==> config.mk <==
export PLATFORM = sky130hd
export DESIGN_NAME = bresenham_line_brush_raster_core
export DESIGN_NICKNAME = d
export VERILOG_FILES = /design/src/hw/rtl/blbr_pkg.sv /design/src/hw/rtl/blbr_setup.sv /design/src/hw/rtl/blbr_walker.sv /design/src/hw/rtl/bresenham_line_brush_raster_core.sv
export SDC_FILE = /design/constraint.sdc
export NUM_CORES = 1
export LEC_CHECK = 0
export BUFFER_PORTS_ARGS = -buffer_cell sky130_fd_sc_hd__buf_2
export CAP_MARGIN = 30
export CORE_UTILIZATION = 55
export DETAILED_ROUTE_END_ITERATION = 8
export GPL_TIMING_DRIVEN = 0
export PLACE_DENSITY = 0.74
export SLEW_MARGIN = 20
export SYNTH_ARGS = -nofsm -noshare
export SYNTH_HDL_FRONTEND = slang
export SYNTH_SLANG_ARGS = --single-unit
==> constraint.sdc <==
create_clock -name clk -period 13.6 [get_ports clk]
set_input_delay 1.36 -clock clk [delete_from_list [all_inputs] [get_ports clk]]
set_output_delay 1.36 -clock clk [all_outputs]
set_load 0.1 [all_outputs]
==> src/hw/rtl/blbr_pkg.sv <==
`timescale 1ns / 1ps
// ----------------------------------------------------------------------------
// blbr_pkg
// shared types and constants for the line brush rasteriser
// ----------------------------------------------------------------------------
package blbr_pkg;

    localparam int COORD_W    = 10;
    localparam int COLOUR_W   = 8;
    localparam int SIDE_W     = 4;
    localparam int DECISION_W = 12;
    localparam int SIDE_CMP_W = 5;

    localparam logic CMD_LOAD    = 1'b0;
    localparam logic CMD_ADVANCE = 1'b1;

    typedef logic [COORD_W-1:0]  coord_t;
    typedef logic [COLOUR_W-1:0] colour_t;

    // line set-up worked out from a load request
    typedef struct packed {
        logic                         steep;
        coord_t                       major_pos;
        coord_t                       minor_pos;
        coord_t                       major_end;
        coord_t                       delta_major;
        coord_t                       delta_minor;
        logic signed [DECISION_W-1:0] decision;
        logic                         minor_down;
        logic [SIDE_W-1:0]            brush_side;
        colour_t                      red;
        colour_t                      green;
        colour_t                      blue;
    } line_setup_t;

    // pixel write produced by an advance request
    typedef struct packed {
        logic    valid;
        coord_t  x;
        coord_t  y;
        colour_t red;
        colour_t green;
        colour_t blue;
        logic    last;
    } pixel_t;

endpackage

==> src/hw/rtl/blbr_setup.sv <==
`timescale 1ns / 1ps
// ----------------------------------------------------------------------------
// blbr_setup
// orders the endpoints along the major axis and forms the decision term
// ----------------------------------------------------------------------------
module blbr_setup
    import blbr_pkg::*;
#(
    parameter int BRUSH_MAX = 8
)
(
    input  coord_t            x_start,
    input  coord_t            y_start,
    input  coord_t            x_end,
    input  coord_t            y_end,
    input  colour_t           red,
    input  colour_t           green,
    input  colour_t           blue,
    input  logic [SIDE_W-1:0] brush,
    output line_setup_t       setup
);

    coord_t            adx;
    coord_t            ady;
    logic              steep;
    coord_t            a0;
    coord_t            b0;
    coord_t            a1;
    coord_t            b1;
    coord_t            ma0;
    coord_t            mb0;
    coord_t            ma1;
    coord_t            mb1;
    coord_t            dminor;
    logic [SIDE_W-1:0] side;

    always_comb
    begin
        adx   = (x_start > x_end) ? (x_start - x_end) : (x_end - x_start);
        ady   = (y_start > y_end) ? (y_start - y_end) : (y_end - y_start);
        steep = ady > adx;

        if (steep)
        begin
            a0 = y_start;
            b0 = x_start;
            a1 = y_end;
            b1 = x_end;
        end
        else
        begin
            a0 = x_start;
            b0 = y_start;
            a1 = x_end;
            b1 = y_end;
        end

        // walk always runs towards the larger major coordinate
        if (a0 > a1)
        begin
            ma0 = a1;
            mb0 = b1;
            ma1 = a0;
            mb1 = b0;
        end
        else
        begin
            ma0 = a0;
            mb0 = b0;
            ma1 = a1;
            mb1 = b1;
        end

        dminor = (mb0 > mb1) ? (mb0 - mb1) : (mb1 - mb0);

        if (brush == '0)
            side = SIDE_W'(1);
        else if (SIDE_CMP_W'(brush) > SIDE_CMP_W'(BRUSH_MAX))
            side = SIDE_W'(BRUSH_MAX);
        else
            side = brush;

        setup.steep       = steep;
        setup.major_pos   = ma0;
        setup.minor_pos   = mb0;
        setup.major_end   = ma1;
        setup.delta_major = ma1 - ma0;
        setup.delta_minor = dminor;
        setup.decision    = {1'b0, dminor, 1'b0} - {2'b00, ma1 - ma0};
        setup.minor_down  = mb1 < mb0;
        setup.brush_side  = side;
        setup.red         = red;
        setup.green       = green;
        setup.blue        = blue;
    end

endmodule

==> src/hw/rtl/blbr_walker.sv <==
`timescale 1ns / 1ps
// ----------------------------------------------------------------------------
// blbr_walker
// line state, brush walk and one bresenham step per finished stamp
// ----------------------------------------------------------------------------
module blbr_walker
    import blbr_pkg::*;
#(
    parameter int RASTER_SIZE = 1024,
    parameter int BRUSH_MAX   = 8
)
(
    input  logic        clk,
    input  logic        rst_n,
    input  logic        load_fire,
    input  logic        adv_fire,
    input  line_setup_t setup,
    output pixel_t      pixel
);

    localparam int BW = (BRUSH_MAX > 1) ? $clog2(BRUSH_MAX) : 1;
    localparam int CW = ($clog2(RASTER_SIZE + 1) > COORD_W + 1) ?
                        $clog2(RASTER_SIZE + 1) : COORD_W + 1;

    logic                         active_reg;
    logic                         active_next;
    logic                         steep_reg;
    coord_t                       major_pos_reg;
    coord_t                       major_pos_next;
    coord_t                       minor_pos_reg;
    coord_t                       minor_pos_next;
    coord_t                       major_end_reg;
    coord_t                       delta_major_reg;
    coord_t                       delta_minor_reg;
    logic signed [DECISION_W-1:0] decision_reg;
    logic signed [DECISION_W-1:0] decision_next;
    logic                         minor_down_reg;
    logic [BW-1:0]                row_reg;
    logic [BW-1:0]                row_next;
    logic [BW-1:0]                col_reg;
    logic [BW-1:0]                col_next;
    logic [SIDE_W-1:0]            side_reg;
    colour_t                      red_reg;
    colour_t                      green_reg;
    colour_t                      blue_reg;

    coord_t                       cx;
    coord_t                       cy;
    logic [COORD_W:0]             px;
    logic [COORD_W:0]             py;
    logic                         col_wrap;
    logic                         row_wrap;
    logic                         last;
    logic                         in_raster;

    always_comb
    begin
        cx        = steep_reg ? minor_pos_reg : major_pos_reg;
        cy        = steep_reg ? major_pos_reg : minor_pos_reg;
        px        = (COORD_W + 1)'(cx) + (COORD_W + 1)'(row_reg);
        py        = (COORD_W + 1)'(cy) + (COORD_W + 1)'(col_reg);
        col_wrap  = (SIDE_CMP_W'(col_reg) + SIDE_CMP_W'(1)) >= SIDE_CMP_W'(side_reg);
        row_wrap  = (SIDE_CMP_W'(row_reg) + SIDE_CMP_W'(1)) >= SIDE_CMP_W'(side_reg);
        last      = (major_pos_reg == major_end_reg) && row_wrap && col_wrap;
        in_raster = (CW'(px) < CW'(RASTER_SIZE)) && (CW'(py) < CW'(RASTER_SIZE));

        active_next    = active_reg;
        major_pos_next = major_pos_reg;
        minor_pos_next = minor_pos_reg;
        decision_next  = decision_reg;
        row_next       = row_reg;
        col_next       = col_reg;

        if (col_wrap)
        begin
            col_next = '0;
            if (row_wrap)
            begin
                row_next = '0;
                if (last)
                    active_next = 1'b0;
                else
                begin
                    major_pos_next = major_pos_reg + COORD_W'(1);
                    if (decision_reg > 0)
                    begin
                        minor_pos_next = minor_down_reg ? (minor_pos_reg - COORD_W'(1)) :
                                                          (minor_pos_reg + COORD_W'(1));
                        decision_next  = decision_reg
                                       + ({1'b0, delta_minor_reg, 1'b0}
                                       -  {1'b0, delta_major_reg, 1'b0});
                    end
                    else
                        decision_next = decision_reg + {1'b0, delta_minor_reg, 1'b0};
                end
            end
            else
                row_next = row_reg + BW'(1);
        end
        else
            col_next = col_reg + BW'(1);

        pixel.valid = active_reg && in_raster;
        pixel.x     = px[COORD_W-1:0];
        pixel.y     = py[COORD_W-1:0];
        pixel.red   = red_reg;
        pixel.green = green_reg;
        pixel.blue  = blue_reg;
        pixel.last  = last;
    end

    always_ff @(posedge clk or negedge rst_n)
    begin
        if (!rst_n)
        begin
            active_reg      <= 1'b0;
            steep_reg       <= 1'b0;
            major_pos_reg   <= '0;
            minor_pos_reg   <= '0;
            major_end_reg   <= '0;
            delta_major_reg <= '0;
            delta_minor_reg <= '0;
            decision_reg    <= '0;
            minor_down_reg  <= 1'b0;
            row_reg         <= '0;
            col_reg         <= '0;
            side_reg        <= SIDE_W'(1);
            red_reg         <= '0;
            green_reg       <= '0;
            blue_reg        <= '0;
        end
        else if (load_fire)
        begin
            active_reg      <= 1'b1;
            steep_reg       <= setup.steep;
            major_pos_reg   <= setup.major_pos;
            minor_pos_reg   <= setup.minor_pos;
            major_end_reg   <= setup.major_end;
            delta_major_reg <= setup.delta_major;
            delta_minor_reg <= setup.delta_minor;
            decision_reg    <= setup.decision;
            minor_down_reg  <= setup.minor_down;
            row_reg         <= '0;
            col_reg         <= '0;
            side_reg        <= setup.brush_side;
            red_reg         <= setup.red;
            green_reg       <= setup.green;
            blue_reg        <= setup.blue;
        end
        else if (adv_fire && active_reg)
        begin
            active_reg    <= active_next;
            major_pos_reg <= major_pos_next;
            minor_pos_reg <= minor_pos_next;
            decision_reg  <= decision_next;
            row_reg       <= row_next;
            col_reg       <= col_next;
        end
    end

endmodule

==> src/hw/rtl/bresenham_line_brush_raster_core.sv <==
`timescale 1ns / 1ps
// ----------------------------------------------------------------------------
// bresenham_line_brush_raster_core
// bresenham line rasteriser with a square brush, at most one pixel write per advance
// ----------------------------------------------------------------------------
// A load request (cmd 0) latches both endpoints, the colour and the brush
// side and produces no pixel. Each advance request (cmd 1) produces at most
// one pixel write: the brush square is walked row by row and one Bresenham
// step follows each finished stamp; the final write of the line carries
// last_pixel. Writes that land outside the raster are dropped. The core takes
// one request every clock cycle unless in_stall holds it while the output
// stalls; a request passes from the input register through the single pass
// of the line state into the result register.
// ----------------------------------------------------------------------------
module bresenham_line_brush_raster_core
    import blbr_pkg::*;
#(
    parameter int RASTER_SIZE = 1024,
    parameter int BRUSH_MAX   = 8
)
(
    input  logic              clk,
    input  logic              rst_n,
    input  logic              in_valid,
    output logic              in_stall,
    input  logic              cmd,
    input  coord_t            x_start,
    input  coord_t            y_start,
    input  coord_t            x_end,
    input  coord_t            y_end,
    input  colour_t           red,
    input  colour_t           green,
    input  colour_t           blue,
    input  logic [SIDE_W-1:0] brush,
    output logic              out_valid,
    input  logic              out_stall,
    output coord_t            pix_x,
    output coord_t            pix_y,
    output colour_t           out_red,
    output colour_t           out_green,
    output colour_t           out_blue,
    output logic              last_pixel
);

    logic              req_valid_reg;
    logic              req_valid_next;
    logic              req_cmd_reg;
    coord_t            req_x_start_reg;
    coord_t            req_y_start_reg;
    coord_t            req_x_end_reg;
    coord_t            req_y_end_reg;
    colour_t           req_red_reg;
    colour_t           req_green_reg;
    colour_t           req_blue_reg;
    logic [SIDE_W-1:0] req_brush_reg;

    logic              out_valid_reg;
    logic              out_valid_next;
    pixel_t            out_pix_reg;

    logic              pass_ok;
    logic              req_fire;
    logic              in_fire;
    line_setup_t       setup;
    pixel_t            pixel;

    // the pass moves on whenever the result register is free or being emptied
    assign pass_ok  = !out_valid_reg || !out_stall;
    assign req_fire = req_valid_reg && pass_ok;
    assign in_stall = req_valid_reg && !pass_ok;
    assign in_fire  = in_valid && !in_stall;

    blbr_setup #(
        .BRUSH_MAX (BRUSH_MAX)
    ) u_setup (
        .x_start (req_x_start_reg),
        .y_start (req_y_start_reg),
        .x_end   (req_x_end_reg),
        .y_end   (req_y_end_reg),
        .red     (req_red_reg),
        .green   (req_green_reg),
        .blue    (req_blue_reg),
        .brush   (req_brush_reg),
        .setup   (setup)
    );

    blbr_walker #(
        .RASTER_SIZE (RASTER_SIZE),
        .BRUSH_MAX   (BRUSH_MAX)
    ) u_walker (
        .clk       (clk),
        .rst_n     (rst_n),
        .load_fire (req_fire && (req_cmd_reg == CMD_LOAD)),
        .adv_fire  (req_fire && (req_cmd_reg == CMD_ADVANCE)),
        .setup     (setup),
        .pixel     (pixel)
    );

    always_comb
    begin
        req_valid_next = req_valid_reg;
        if (in_fire)
            req_valid_next = 1'b1;
        else if (req_fire)
            req_valid_next = 1'b0;

        out_valid_next = out_valid_reg;
        if (pass_ok)
            out_valid_next = req_fire && (req_cmd_reg == CMD_ADVANCE) && pixel.valid;
    end

    always_ff @(posedge clk or negedge rst_n)
    begin
        if (!rst_n)
        begin
            req_valid_reg <= 1'b0;
            out_valid_reg <= 1'b0;
        end
        else
        begin
            req_valid_reg <= req_valid_next;
            out_valid_reg <= out_valid_next;
        end
    end

    always_ff @(posedge clk)
    begin
        if (in_fire)
        begin
            req_cmd_reg     <= cmd;
            req_x_start_reg <= x_start;
            req_y_start_reg <= y_start;
            req_x_end_reg   <= x_end;
            req_y_end_reg   <= y_end;
            req_red_reg     <= red;
            req_green_reg   <= green;
            req_blue_reg    <= blue;
            req_brush_reg   <= brush;
        end
        if (pass_ok)
            out_pix_reg <= pixel;
    end

    assign out_valid  = out_valid_reg;
    assign pix_x      = out_pix_reg.x;
    assign pix_y      = out_pix_reg.y;
    assign out_red    = out_pix_reg.red;
    assign out_green  = out_pix_reg.green;
    assign out_blue   = out_pix_reg.blue;
    assign last_pixel = out_pix_reg.last;

endmodule

==> summary.txt <==
Status
  – Status: complete, no violations

Floorplan
  – Die ar.: 0.0279 mm^2
  – Starting Density: 55.8%
  – Area of the core: 0.0269 mm^2
  – Num ports: 120
  – Die H: 167 um
  – Die width: 167 um
  – Row cnt: 60

Timing
  – Share of the clock period used by the worst path: 94.1%
  – Pins Over Slew Limit: 0
  – Slew @ Worst Pin: 778 ps
  – Setup Skew: 11.3 ps
  – Worst slew margin: 47.6%
  – RSZ-0062 raised after global routing: no
  – Final Hold Viols: 0
  – Setup violations, final: 0
  – Period minus WS final: 12,790 ps
  – Setup TNS: 0 ps
  – Fmax: 78.2 MHz
  – Post-route setup slack: 809 ps

CTS
  – Root buffer cell: clkbuf_16
  – Clock buffer depth: 3
  – TritonCTS clock tree: done
  – Clk Latency, worst-skew pair: 520 ps
  – Reg clk slew, reported paths: 60 ps
  – H-tree depth: 1
  – Cts bufs inserted: 24
  – Hold_buf cts: 0
  – Clock sinks: 215

Finish
  – Largest register FFs: 12
  – # fillers: 2,241
  – Fin cells: 2,111
  – Final #Nets: 1,977
  – N_diodes: 0
  – Area Overhead vs Synth: 13.9%
  – Share of layout cells above drive strength 1: 12.7%

Place
  – Dpl ws: -1100 ps
  – Placed Cells: 2,065
  – GP Congestion: 0.983
  – HPWL Detailed: 29.8 mm
  – Port bufs: 119

Drt
  – Via count: 12,200
  – Antenna-violating nets left: 0
  – Wire per inst: 18.1 um
  – Drt pass-1 iters: 6
  – Drt drc: 0
  – DRT Wirelength: 38.2 mm
  – Vias per inst: 5.79
  – Initial DRC Count: 953

GRT
  – Initial antenna violation count: 0
  – Vias in the first global route: 11,700
  – Gr ovfl total: 0
  – Global-route wire length before repair: 61.4 mm
  – Largest net degree at the start of global routing: 77
  – Tot GR Track Use: 27.6%

Logic synthesis
  – FF+latch count, synth: 215
  – Synth unique cells: 70
  – Seq/Total Area, Yosys: 39.7%
  – EDFF count, synth: 114
  – Yosys top cell area share: 22.8%
  – Top-count cell post-synth: nand2_1
  – FFs w/ async S/R, synth: 47.0%
  – Syn_nets: 1,826
  – Cell taking the most area after synthesis: edfxtp_1
  – Main flop type after synthesis: edfxtp_1
  – Top post-synthesis cells by area: edfxtp_1, dfrtp_1, ha_1
  – Post-synth top cells: nand2_1, inv_1, ha_1, edfxtp_1, o21ai_0
  – Synth Area per Inst: 9.36 um^2
  – Synthesized cell area: 0.0150 mm^2
  – Ys Warns: 0
  – Synth Instances: 1,601

Setup path
  – R2R depth: 60
  – Critical Path AT: 13,170 ps
  – CP max stage delay: 450 ps
  – Critical Path Start Type: flop
  – Crit Path Class: flop to flop
  – Crit Path Max Fanout: 10
  – Slowest CP cell: edfxtp_1
  – Worst Path Required: 13,970 ps
  – Critical path capture point type: flop

Job
  – Max-cap violations: 0

Worst hold path
  – Hold depth: 2
  – Worst min-delay path category: flop to flop
cells in the final DEF, fill, tap and decap left out, drive strengths merged, types with 10 or more instances in the layout:
master,count
inv,150
a211oi,15
o21ai,117
nor2,75
nand2b,15
xnor2,59
dfrtp,100
edfxtp,114
mux2i,43
a21oi,108
o31ai,10
nand3,27
and2,15
o211ai,48
nand2,224
a21o,50
fa,22
ha,130
nor2b,16
clkbuf,74
a31oi,10
nand4,11
nor3,19
o21bai,18
mux2,15
xor2,47
buf,151
cell families after synthesis:
| logic type | Yosys count | synth area share [%] |
|---|---|---|
| buf+inv | 217 | 5.62 |
| xor+xnor | 106 | 6.19 |
| flops | 215 | 39.7 |
| simple gates | 437 | 13.2 |
| mux | 58 | 4.02 |
| fa+ha+maj | 157 | 14.1 |
| compound gates | 411 | 17.2 |
critical path, delay by kind of cell (launching register included):
family | cells | cell delay (ps)
mux | 1 | 300
compound gates | 28 | 5530
xor+xnor | 3 | 460
flops | 1 | 450
simple gates | 10 | 1590
buf+inv | 12 | 2240
fa+ha+maj | 6 | 2060
area by class of cell:
cell class,count,area (um^2),area share [%]
Buffer,68,309,1.81
Clock buffer,32,673,3.94
Clock inverter,12,194,1.14
Inverter,149,559,3.27
Multi-Input combinational cell,1169,8270,48.4
Sequential cell,215,5950,34.9
Tap cell,341,427,2.50
Timing Repair Buffer,125,697,4.08
what timing repair did:
action,CTS,global route
cloned,0,0
resized for setup,13,23
setup endpoints to repair,7,6
pin swaps,1,2
buffers inserted,0,2
through the flow:
| step | hold WS [ps] | util, % | area (um^2) |
|---|---|---|---|
| finish | 432 | 63.5 | 17100 |
| global route | 446 | 63.5 | 17100 |
| CTS | 437 | 63.3 | 17000 |
| detailed placement | 422 | 59.9 | 16100 |
| global placement | 420 | 59.6 | 16000 |
| floorplan | 415 | - | 15000 |
worst paths after layout:
kind / from / to / slack, ps
hold / removal: req_blue_reg[2] / u_walker.blue_reg[2] / 430
hold reg to reg: req_blue_reg[2] / u_walker.blue_reg[2] / 430
min in group asynchronous: rst_n / u_walker.red_reg[7] / 700
max in group asynchronous: rst_n / u_walker.side_reg[0] / 12230
setup / recovery: req_y_start_reg[0] / u_walker.decision_reg[10] / 810
setup reg to reg: req_y_start_reg[0] / u_walker.decision_reg[10] / 810
per-layer routing:
metal	part of all wire, %	vias up	wire [um]	GRT usage [%]
li1	-	5897	-	-
met1	43	5833	16600	37.1
met2	47	420	18000	46.4
met3	6.0	80	2300	2.95
met4	3.4	0	1320	9.50
met5	0	-	0	0
Power is left out: the tool's default activity adds up to more than one toggle a clock period on the data nets, which glitch-free logic cannot reach.
